===== src/design/mm2_pkg.sv =====
package mm2_pkg;

    localparam logic [31:0] MIX_MUL     = 32'h5bd1_e995;
    localparam int          MIX_SHIFT   = 24;
    localparam int          FIN_SHIFT_A = 13;
    localparam int          FIN_SHIFT_B = 15;
    localparam logic [31:0] SEED_RESET  = 32'd5381;
    localparam int          QUEUE_DEPTH = 2;

    // one classified request handed from front to back
    typedef struct packed {
        logic [31:0] word;
        logic [2:0]  cnt;     // clamped to 0..4
        logic        last;
        logic        first;
        logic [31:0] start;   // seed ^ key length, valid when first
    } t_work;

endpackage


===== src/design/mm2_front.sv =====
module mm2_front (
    input  logic            i_clk,
    input  logic            i_rst_n,
    input  logic            i_cfg_we,
    input  logic [31:0]     i_cfg_wdata,
    input  logic            i_push,
    input  logic            i_q_full,
    input  logic [31:0]     i_key_word,
    input  logic [2:0]      i_byte_count,
    input  logic            i_last_word,
    input  logic [15:0]     i_key_length,
    output logic            o_q_push,
    output mm2_pkg::t_work  o_q_data
);

    logic [31:0] r_seed;
    logic        r_inside;
    logic        accept;

    assign accept   = i_push && !i_q_full;
    assign o_q_push = accept;

    always_comb begin
        o_q_data.word  = i_key_word;
        o_q_data.cnt   = (i_byte_count > 3'd4) ? 3'd4 : i_byte_count;
        o_q_data.last  = i_last_word;
        o_q_data.first = !r_inside;
        o_q_data.start = r_seed ^ {16'd0, i_key_length};
    end

    always_ff @(posedge i_clk) begin
        if (!i_rst_n) begin
            r_seed   <= mm2_pkg::SEED_RESET;
            r_inside <= 1'b0;
        end else begin
            if (i_cfg_we) begin
                r_seed <= i_cfg_wdata;
            end
            if (accept) begin
                r_inside <= !i_last_word;
            end
        end
    end

endmodule


===== src/design/mm2_fifo.sv =====
module mm2_fifo #(
    parameter int DEPTH = mm2_pkg::QUEUE_DEPTH
) (
    input  logic            i_clk,
    input  logic            i_rst_n,
    input  logic            i_push,
    input  mm2_pkg::t_work  i_data,
    output logic            o_full,
    input  logic            i_pop,
    output mm2_pkg::t_work  o_data,
    output logic            o_empty
);

    localparam int PW = (DEPTH > 1) ? $clog2(DEPTH) : 1;
    localparam int CW = $clog2(DEPTH + 1);

    mm2_pkg::t_work r_mem [DEPTH];
    logic [PW-1:0]  r_wptr;
    logic [PW-1:0]  r_rptr;
    logic [CW-1:0]  r_count;
    logic           do_push;
    logic           do_pop;

    assign o_full  = (r_count == CW'(DEPTH));
    assign o_empty = (r_count == '0);
    assign o_data  = r_mem[r_rptr];
    assign do_push = i_push && !o_full;
    assign do_pop  = i_pop && !o_empty;

    always_ff @(posedge i_clk) begin
        if (do_push) begin
            r_mem[r_wptr] <= i_data;
        end
    end

    always_ff @(posedge i_clk) begin
        if (!i_rst_n) begin
            r_wptr  <= '0;
            r_rptr  <= '0;
            r_count <= '0;
        end else begin
            if (do_push) begin
                r_wptr <= (r_wptr == PW'(DEPTH - 1)) ? '0 : r_wptr + 1'b1;
            end
            if (do_pop) begin
                r_rptr <= (r_rptr == PW'(DEPTH - 1)) ? '0 : r_rptr + 1'b1;
            end
            if (do_push && !do_pop) begin
                r_count <= r_count + 1'b1;
            end else if (do_pop && !do_push) begin
                r_count <= r_count - 1'b1;
            end
        end
    end

    occupancy_bound: assert property (@(posedge i_clk) disable iff (!i_rst_n)
        r_count <= CW'(DEPTH))
        else $error("queue occupancy above depth");

    ptrs_agree_when_empty: assert property (@(posedge i_clk) disable iff (!i_rst_n)
        (r_count == '0) |-> (r_wptr == r_rptr))
        else $error("empty queue with pointers apart");

    count_tracks_ops: assert property (@(posedge i_clk) disable iff (!i_rst_n)
        (do_push && !do_pop) |=> (r_count == $past(r_count) + 1'b1))
        else $error("count not incremented on push");

endmodule


===== src/design/mm2_back.sv =====
module mm2_back (
    input  logic            i_clk,
    input  logic            i_rst_n,
    input  logic            i_empty,
    input  mm2_pkg::t_work  i_data,
    output logic            o_deq,
    input  logic            i_pop,
    output logic            o_empty,
    output logic [31:0]     o_hash_value
);

    typedef enum logic [2:0] {
        S_IDLE,
        S_K1,
        S_K2,
        S_H,
        S_TAIL,
        S_FIN,
        S_OUT
    } t_state;

    t_state      r_state;
    t_state      n_state;
    logic [31:0] r_h;
    logic [31:0] n_h;
    logic [31:0] r_k;
    logic [31:0] n_k;
    logic [2:0]  r_cnt;
    logic        r_last;
    logic        r_out_valid;
    logic [31:0] r_out;
    logic [31:0] mul_a;
    logic [31:0] mul_p;
    logic [31:0] tail_mask;
    logic        out_free;

    assign o_deq        = (r_state == S_IDLE) && !i_empty;
    assign o_empty      = !r_out_valid;
    assign o_hash_value = r_out;
    assign out_free     = !r_out_valid || i_pop;

    always_comb begin
        case (r_cnt)
            3'd1:    tail_mask = 32'h0000_00ff;
            3'd2:    tail_mask = 32'h0000_ffff;
            3'd3:    tail_mask = 32'h00ff_ffff;
            default: tail_mask = 32'h0000_0000;
        endcase
    end

    // single shared constant multiplier
    always_comb begin
        case (r_state)
            S_K1:    mul_a = r_k;
            S_K2:    mul_a = r_k ^ (r_k >> mm2_pkg::MIX_SHIFT);
            S_H:     mul_a = r_h;
            S_TAIL:  mul_a = r_h ^ (r_k & tail_mask);
            S_FIN:   mul_a = r_h ^ (r_h >> mm2_pkg::FIN_SHIFT_A);
            default: mul_a = r_k;
        endcase
        mul_p = mul_a * mm2_pkg::MIX_MUL;
    end

    always_comb begin
        n_state = r_state;
        n_h     = r_h;
        n_k     = r_k;
        case (r_state)
            S_IDLE: begin
                if (!i_empty) begin
                    n_h = i_data.first ? i_data.start : r_h;
                    n_k = i_data.word;
                    if (i_data.cnt == 3'd4) begin
                        n_state = S_K1;
                    end else if (i_data.last) begin
                        n_state = (i_data.cnt != 3'd0) ? S_TAIL : S_FIN;
                    end
                end
            end
            S_K1: begin
                n_k     = mul_p;
                n_state = S_K2;
            end
            S_K2: begin
                n_k     = mul_p;
                n_state = S_H;
            end
            S_H: begin
                n_h     = mul_p ^ r_k;
                n_state = r_last ? S_FIN : S_IDLE;
            end
            S_TAIL: begin
                n_h     = mul_p;
                n_state = S_FIN;
            end
            S_FIN: begin
                n_h     = mul_p;
                n_state = S_OUT;
            end
            S_OUT: begin
                if (out_free) begin
                    n_state = S_IDLE;
                end
            end
            default: n_state = S_IDLE;
        endcase
    end

    always_ff @(posedge i_clk) begin
        r_h <= n_h;
        r_k <= n_k;
        if (o_deq) begin
            r_cnt  <= i_data.cnt;
            r_last <= i_data.last;
        end
        if (r_state == S_OUT && out_free) begin
            r_out <= r_h ^ (r_h >> mm2_pkg::FIN_SHIFT_B);
        end
    end

    always_ff @(posedge i_clk) begin
        if (!i_rst_n) begin
            r_state     <= S_IDLE;
            r_out_valid <= 1'b0;
        end else begin
            r_state <= n_state;
            if (r_state == S_OUT && out_free) begin
                r_out_valid <= 1'b1;
            end else if (i_pop) begin
                r_out_valid <= 1'b0;
            end
        end
    end

    word_mix_order: assert property (@(posedge i_clk) disable iff (!i_rst_n)
        (r_state == S_K1) |=> (r_state == S_K2) ##1 (r_state == S_H))
        else $error("word mix sequence broken");

    result_held: assert property (@(posedge i_clk) disable iff (!i_rst_n)
        (r_out_valid && !i_pop) |=> (r_out_valid && $stable(r_out)))
        else $error("waiting result lost or changed");

    result_loaded: assert property (@(posedge i_clk) disable iff (!i_rst_n)
        (r_state == S_OUT && !r_out_valid) |=> (r_out_valid && r_state == S_IDLE))
        else $error("finished hash not delivered");

    dequeue_only_idle: assert property (@(posedge i_clk) disable iff (!i_rst_n)
        o_deq |-> (r_state == S_IDLE && !i_empty))
        else $error("dequeue while busy");

endmodule


===== src/design/murmur2_hash_engine.sv =====
// A request passes through the registered queue to the back end; a full word then
// steps through S_K1, S_K2 and S_H there, a tail fold through S_TAIL, and
// finalization through S_FIN and S_OUT before the result appears (empty low); an
// unpopped result holds the back end, which takes one request at a time (one multiplier).
// Reset (synchronous, active low): queues empty, no key open, seed = 5381.
module murmur2_hash_engine #(
    parameter int QUEUE_DEPTH = mm2_pkg::QUEUE_DEPTH
) (
    input  logic        i_clk,
    input  logic        i_rst_n,
    input  logic        i_cfg_we,
    input  logic [31:0] i_cfg_wdata,
    input  logic        push,
    output logic        full,
    input  logic [31:0] i_key_word,
    input  logic [2:0]  i_byte_count,
    input  logic        i_last_word,
    input  logic [15:0] i_key_length,
    output logic        empty,
    input  logic        pop,
    output logic [31:0] o_hash_value
);

    mm2_pkg::t_work q_in;
    mm2_pkg::t_work q_out;
    logic           q_push;
    logic           q_full;
    logic           q_empty;
    logic           q_pop;

    assign full = q_full;

    mm2_front u_front (
        .i_clk        (i_clk),
        .i_rst_n      (i_rst_n),
        .i_cfg_we     (i_cfg_we),
        .i_cfg_wdata  (i_cfg_wdata),
        .i_push       (push),
        .i_q_full     (q_full),
        .i_key_word   (i_key_word),
        .i_byte_count (i_byte_count),
        .i_last_word  (i_last_word),
        .i_key_length (i_key_length),
        .o_q_push     (q_push),
        .o_q_data     (q_in)
    );

    mm2_fifo #(
        .DEPTH (QUEUE_DEPTH)
    ) u_fifo (
        .i_clk   (i_clk),
        .i_rst_n (i_rst_n),
        .i_push  (q_push),
        .i_data  (q_in),
        .o_full  (q_full),
        .i_pop   (q_pop),
        .o_data  (q_out),
        .o_empty (q_empty)
    );

    mm2_back u_back (
        .i_clk        (i_clk),
        .i_rst_n      (i_rst_n),
        .i_empty      (q_empty),
        .i_data       (q_out),
        .o_deq        (q_pop),
        .i_pop        (pop),
        .o_empty      (empty),
        .o_hash_value (o_hash_value)
    );

endmodule


===== config.mk =====
export PLATFORM = sky130hd
export DESIGN_NAME = murmur2_hash_engine
export DESIGN_NICKNAME = d
export VERILOG_FILES = /design/src/design/mm2_pkg.sv /design/src/design/mm2_front.sv /design/src/design/mm2_fifo.sv /design/src/design/mm2_back.sv /design/src/design/murmur2_hash_engine.sv
export SDC_FILE = /design/constraint.sdc
export NUM_CORES = 1
export LEC_CHECK = 0
export BUFFER_PORTS_ARGS = -buffer_cell sky130_fd_sc_hd__buf_2
export CORE_MARGIN = 2
export CORE_UTILIZATION = 55
export CTS_CLUSTER_SIZE = 24
export DETAILED_ROUTE_END_ITERATION = 10
export MAX_ROUTING_LAYER = met4
export PLACE_DENSITY = 0.83
export SYNTH_ARGS = -nofsm -noshare
export SYNTH_HDL_FRONTEND = slang
export SYNTH_HIERARCHICAL = 1
export SYNTH_SLANG_ARGS = --single-unit

===== constraint.sdc =====
create_clock -name i_clk -period 18.6 [get_ports i_clk]
set_input_delay 0.93 -clock i_clk [delete_from_list [all_inputs] [get_ports i_clk]]
set_output_delay 0.93 -clock i_clk [all_outputs]
set_load 0.03 [all_outputs]

==> summary.md, run 1 <==
| Metric | Value |
|---|---|
| Run status | completed |
| Layer with the highest usage after global routing | met2 |
| Placeable core region | 39,500 um^2 |
| Synth Instances | 1,987 |
| Clk buf depth | 3 |
| Sequential share of the synthesized area | roughly 36% |
| Post-synthesis instance area | 22,000 um^2 |
| Leading post-synthesis cells by cell area | edfxtp_1, fa_1, ha_1, inv_1, dfxtp_1 |
| Critical path fanouts, max | 30 |
| Yosys warnings | 6 |
| Cell taking the most area after synthesis | edfxtp_1 |
| Biggest cell delay along the critical path | 0.65 ns |
| Final ANT Viol Nets | 0 |
| Detailed-route vias per instance | 5.65 |
| Clock latency on the worst-skew pair | 0.60 ns |
| Number of optimization iterations in the first detailed-route pass | 6 |
| Fin Clk Skew | 0.0537 ns |
| Drt initial violations | 1,587 |
| Final wirelength | 54,500 um |
| Total track usage | 27.7% |
| Antenna diodes | 0 |
| Syn-to-layout area delta | 8.15% |
| Via Count | between 10,000 and 15,000 |
| Critical path start-end classification | reg2reg |
| Setup fix buffers added after clock tree synthesis | 0 |
| Worst hold slack | ~0.46 ns |
| Number of ports placed on the die boundary | about 120 |
| Initial Utilization | 55.5% |
| Setup violation total in the final timing report | 0 |
| Area of the die | 41,500 um^2 |
| Syn nets | between 2,000 and 2,500 |
| Slowest cell on the critical path | dfxtp_1 |
| Die X | between 200 and 250 um |
| Number of CTS-inserted buffers | 30 |
| Total count of max-transition violations in the final report | 0 |
| HPWL after detailed placement | 42,300 um |
| Placer's final routability congestion estimate | between 0.9 and 1 |
| Final period utilization | 53.8% |
| Global-route wire length before repair | about 85,000 um |
| Cell Rows | 73 |
| Tightest Pin Transition | 1.25 ns |
| Achievable frequency | roughly 100 MHz |
| CTS-repair resized insts | 0 |
| Fraction of post-synthesis cell area in the top cell type by area | 32.5% |
| Proportion of layout cells with a drive suffix above 1 | 13.3% |
| Final count of hold timing violations | 0 |
| Top flip-flop cell by instance count after synthesis | edfxtp_1 |
| Post-route DRC violation count | 0 |
| Category of the worst setup path launch point | register |
| Hold-fix buffers, CTS | 0 |
| Count of nets after finishing | 2,537 |
| Height of the die | 204 um |
| Final design utilization | between 60% and 70% |
| GR Layer Usage met3 | under 10% |
| Number of flops mapped to enable cells by yosys | between 200 and 250 |
| Sink Count | 280 |
| Routed WL per cell | 21.0 um |
| # H-tree levels | 1 |
| Synthesized area divided by synthesized cell count | ~11 um^2 |
| Total congestion overflow | 0 |
| Port Buffer Count | 122 |
| Pin count of the biggest net entering global routing | 59 |
| Hold Crit Class | reg2reg |
| Most used cell, CP | inv_1 |
| Routing usage on met2 | between 40% and 50% |
| Max-slew headroom at the worst pin | 16.1% |
| Post-synth ARST share | 0% |
| Cell family with the largest share of critical-path delay | adder cells |
| Minimum period implied by the final worst setup slack | 10.00 ns |
| Synth unique cells | between 60 and 70 |
| Number of maximum-capacitance constraint violations | 0 |
| Clock-pin transition on the worst setup and hold timing paths | 0.06 ns |
| Arrival time at the worst endpoint | 10.34 ns |
| Root Buffer | clkbuf_16 |
| Endpoint type of the worst setup path | register |
| Setup repair after global routing missed its margin | no |
| Bufs and invs on worst path | 9 |
| GR Util met1 | 36.0% |
| Count of state elements after synthesis | 280 |
| Initial antenna violation count | 0 |
| CP required | between 15 and 20 ns |
| Vias in the first global route | 15,300 |
| TritonCTS clock tree | built |
| Total Negative Setup Slacks | 0 ns |
-- cell type report --
cell class	instances	area, um^2
timing repair buffer	140	746
clock buffer	43	870
clock inverter	12	178
multi-input combinational	1247	12000
inverter	353	1330
fill	3077	15800
tap	525	657
sequential	280	7990
-- Yosys cell counts, types with 10 or more instances --
| cell | count |
|---|---|
| mux2_2 | 60 |
| nand2b_1 | 13 |
| nor2b_1 | 41 |
| nor2_1 | 57 |
| inv_1 | 352 |
| o221ai_1 | 23 |
| o21ai_0 | 73 |
| a32oi_1 | 14 |
| o211ai_1 | 10 |
| mux2i_1 | 33 |
| fa_1 | 178 |
| xnor2_1 | 79 |
| ha_1 | 218 |
| clkbuf_1 | 37 |
| nand2_1 | 195 |
| a21o_1 | 15 |
| nand3_1 | 15 |
| dfxtp_1 | 42 |
| mux2_4 | 10 |
| edfxtp_1 | 238 |
| buf_4 | 51 |
| xor2_1 | 57 |
| a21oi_1 | 46 |
-- worst paths after layout --
path                                          from             endpoint  slack, ns  depth (start not counted)
worst max register to register   u_back/r_state[1]       u_back/r_h[31]       8.60                         33
worst min register to register  u_front/r_seed[27]  u_fifo/r_mem[0][27]       0.46                          0
worst min-delay path            u_front/r_seed[27]  u_fifo/r_mem[0][27]       0.46                          0
worst max-delay path             u_back/r_state[1]       u_back/r_h[31]       8.60                         33
-- metal layers --
metal | wire (um) | up-vias
met2 | 26400 | 650
met4 | 1780 | 0
met5 | 0 | -
li1 | - | 6695
met1 | 22100 | 7241
met3 | 4200 | 98
-- cell families (layout without fill, tap and decap cells) --
group                    Yosys count  in the layout  synth area share, %
buffers and inverters            460            548                 9.18
adder cells (fa/ha/maj)          396            396                 28.6
AND/OR/NAND/NOR                  358            358                 7.43
flip-flops                       280            280                 36.4
AO/OA/AOI/OAI                    253            253                 7.57
XOR/XNOR                         137            137                 5.53
multiplexers                     103            103                 5.26
-- placed cells by master (no fill, tap or decap), types with 60 or more instances in the layout --
master    instances
ha_1            217
edfxtp_1        238
xnor2_1          79
nand2_1         194
buf_2           122
o21ai_0          69
mux2_2           60
inv_1           352
fa_1            178
-- through the flow --
step                setup WS [ns]  instance area, um^2  instances
finish                       8.60                23700       2600
global route                 7.90                23700       2600
CTS                          8.69                23700       2600
detailed placement           8.68                22700       2545
global placement             9.03                22700       2545
floorplan                    9.77                22000       1987
-- state kept, by name, summed over array words and instances (netlist names), named ones only --
signal,flops
u_back/o_hash_value,32
u_back/r_cnt,3
u_front/r_seed,32
u_fifo/r_mem,138
u_back/r_out_valid,1
u_fifo/r_wptr,1
u_fifo/r_rptr,1
u_front/r_inside,1
u_fifo/r_count,2
u_back/r_state,3
u_back/r_last,1
u_back/r_h,32
u_back/r_k,32
-- worst register-to-register path, delay by kind of cell, from the launching register on --
| kind | cells | cell delay (ns) |
|---|---|---|
| AO/OA/AOI/OAI | 10 | 2.93 |
| flip-flops | 1 | 0.65 |
| XOR/XNOR | 2 | 0.43 |
| adder cells (fa/ha/maj) | 10 | 4.27 |
| AND/OR/NAND/NOR | 2 | 0.17 |
| buffers and inverters | 9 | 1.33 |
Power of run 1 is not shown: default switching activity piles up to over one toggle a cycle in this logic, so the estimate is an artifact.
==> inputs of run 2 (changes only) <==
==> constraint.sdc (replaced) <==
create_clock -name i_clk -period 9.3 [get_ports i_clk]
set_input_delay 0.465 -clock i_clk [delete_from_list [all_inputs] [get_ports i_clk]]
set_output_delay 0.465 -clock i_clk [all_outputs]
set_load 0.03 [all_outputs]
==> run 2 against run 1 <==
Against the previous run: count of clock-buffer cells in the layout shrank 2; critical path depth shrank 4; setup slack worse by 8.1 ns; critical path type unchanged; core utilization rose by 0.51 points; highest routed layer unchanged.
==> summary.md, run 2 (synthesis results as in run 1) <==
| Metric | Value |
|---|---|
| Worst hold path stage count | 1 (was 0) |
| Post-route DRC violation count | 0 (unchanged) |
| Number of placed instances, taps included | 2,575 (was 2,545) |
| Run status | completed (unchanged) |
| Worst reg2reg path depth | 29 (was 33) |
| Clk buf depth | 3 (unchanged) |
| Startpoint of the worst hold path | i_key_word[19] (was u_front/r_seed[27]) |
| HPWL after detailed placement | 45,100 um (was 42,300 um) |
| Final design area excluding fillers | 23,900 um^2 (was 23,700 um^2) |
| Biggest cell delay along the critical path | 0.63 ns (was 0.65 ns) |
| Port Buffer Count | 122 (unchanged) |
| Count of nets after finishing | 2,570 (was 2,537) |
| Most used cell, CP | fa_1 (was inv_1) |
| TritonCTS clock tree | built (unchanged) |
| Final ANT Viol Nets | 0 (unchanged) |
| Fin Clk Skew | 0.0659 ns (was 0.0537 ns) |
| Proportion of layout cells with a drive suffix above 1 | 14.9% (was 13.3%) |
| Final wirelength | 56,200 um (was 54,500 um) |
| Tightest Pin Transition | 1.09 ns (was 1.25 ns) |
| Layout filler cell count | 3,202 (was 3,077) |
| # H-tree levels | 1 (unchanged) |
| Antenna diodes | 0 (unchanged) |
| Number of ports placed on the die boundary | 123 (unchanged) |
| Drt initial violations | 1,154 (was 1,587) |
| Number of CTS-inserted buffers | 30 (unchanged) |
| Achievable frequency | 113 MHz (was 100 MHz) |
| Internal reg-to-reg setup slack | 0.47 ns (was 8.60 ns) |
| Height of the die | 204 um (unchanged) |
| Category of the worst setup path launch point | register (unchanged) |
| CP required | 9.66 ns (was 18.94 ns) |
| Total count of max-transition violations in the final report | 0 (unchanged) |
| Most frequent cells in the layout | inv_1, edfxtp_1, ha_1 (unchanged) |
| Final period utilization | 94.9% (was 53.8%) |
| Routed WL per cell | 21.4 um (was 21.0 um) |
| Final count of hold timing violations | 0 (unchanged) |
| Cell Rows | 73 (unchanged) |
| Sink Count | 280 (unchanged) |
| Pin count of the biggest net entering global routing | 59 (unchanged) |
| Syn-to-layout area delta | 9.07% (was 8.15%) |
| Hold Crit Class | in2reg (was reg2reg) |
| Via Count | 14,800 (was 14,700) |
| Worst hold slack | 0.0480 ns (was 0.465 ns) |
| Arrival time at the worst endpoint | 9.18 ns (was 10.34 ns) |
| Die X | 204 um (unchanged) |
| Max-slew headroom at the worst pin | 26.4% (was 16.1%) |
| Hold-fix buffers, CTS | 0 (unchanged) |
| Total congestion overflow | 0 (unchanged) |
| Startpoint of the worst setup timing path | u_back/r_state[1] (unchanged) |
| Placer's final routability congestion estimate | 1.04 (was 1.00) |
| Startpoint of the worst register-to-register path | u_back/r_state[1] (unchanged) |
| Number of non-filler instances in the completed layout | 2,634 (was 2,600) |
| Clock-pin transition on the worst setup and hold timing paths | 0.07 ns (was 0.06 ns) |
| Number of maximum-capacitance constraint violations | 0 (unchanged) |
| Critical path fanouts, max | 12 (was 30) |
| Setup violation total in the final timing report | 0 (unchanged) |
| Placeable core region | 39,500 um^2 (unchanged) |
| Global-route wire length before repair | 87,400 um (was 85,300 um) |
| Initial antenna violation count | 1 (was 0) |
| Largest reg by FF count | u_fifo/r_mem (unchanged) |
| Vias in the first global route | 15,400 (was 15,300) |
| Most frequent standard cell in the layout excluding fill and tap cells | inv_1 (unchanged) |
| Instance area at placement | 22,900 um^2 (was 22,700 um^2) |
| Largest register FFs | 138 (unchanged) |
| Minimum period implied by the final worst setup slack | 8.83 ns (was 10.00 ns) |
| Total Negative Setup Slacks | 0 ns (unchanged) |
| Initial Utilization | 55.5% (unchanged) |
| Detailed-route vias per instance | 5.61 (was 5.65) |
| Number of optimization iterations in the first detailed-route pass | 6 (unchanged) |
| Critical path start-end classification | reg2reg (unchanged) |
| Slowest cell on the critical path | nor3b_2 (was dfxtp_1) |
| Endpoint type of the worst setup path | register (unchanged) |
| Root Buffer | clkbuf_16 (unchanged) |
| Setup repair after global routing missed its margin | no (unchanged) |
| Clock latency on the worst-skew pair | 0.61 ns (was 0.60 ns) |
| Total track usage | 28.7% (was 27.7%) |
| Area of the die | 41,500 um^2 (unchanged) |
run 2: layer usage:
metal | GRT usage (%) | up-vias | wire length, um
met1 | 35.6 | 7300 | 22400
met2 | 47.4 | 586 | 27300
met3 | 5.23 | 114 | 4260
met5 | - | - | 0
met4 | 10.2 | 0 | 2270
li1 | - | 6771 | -
run 2: through the flow:
stage | utilization, % | worst slack [ns]
after floorplan | - | 0.471
after detailed placement | 58.0 | 0.0165
final | 60.6 | 0.475
after global placement | 58.0 | 0.388
after global routing | 60.6 | 0.0533
after CTS | 60.5 | 0.0752
run 2: critical path: cells and delay by family (launching register included):
| family | cells | cell delay (ns) |
|---|---|---|
| DFF | 1 | 0.51 |
| xor gates and xnor gates | 2 | 0.38 |
| and+or+nand+nor | 3 | 0.88 |
| adders and majority gates | 9 | 3.86 |
| buffers and inverters | 5 | 0.44 |
| AOI/OAI and AO/OA | 10 | 2.58 |
run 2: repair_timing:
item | 4_1_cts | 5_1_grt
buffers inserted | 0 | 3
resized for setup | 0 | 6
endpoints found under the setup margin | 0 | 8
run 2: worst paths after layout:
kind / end
max reg2reg: u_back/r_h[31]
min: u_fifo/r_mem[0][56]
max: u_back/r_h[31]
min reg2reg: u_fifo/r_mem[1][29]
run 2: area by class of cell:
type / count / area, um^2 / share of cell area, %
multi-input combinational: 1247 / 12000 / 50.1
timing repair buffer: 173 / 993 / 4.15
sequential: 280 / 7990 / 33.4
tap: 525 / 657 / 2.74
clock buffer: 41 / 855 / 3.57
clock inverter: 15 / 133 / 0.554
inverter: 353 / 1330 / 5.55
Power of run 2 is left out for the same reason.
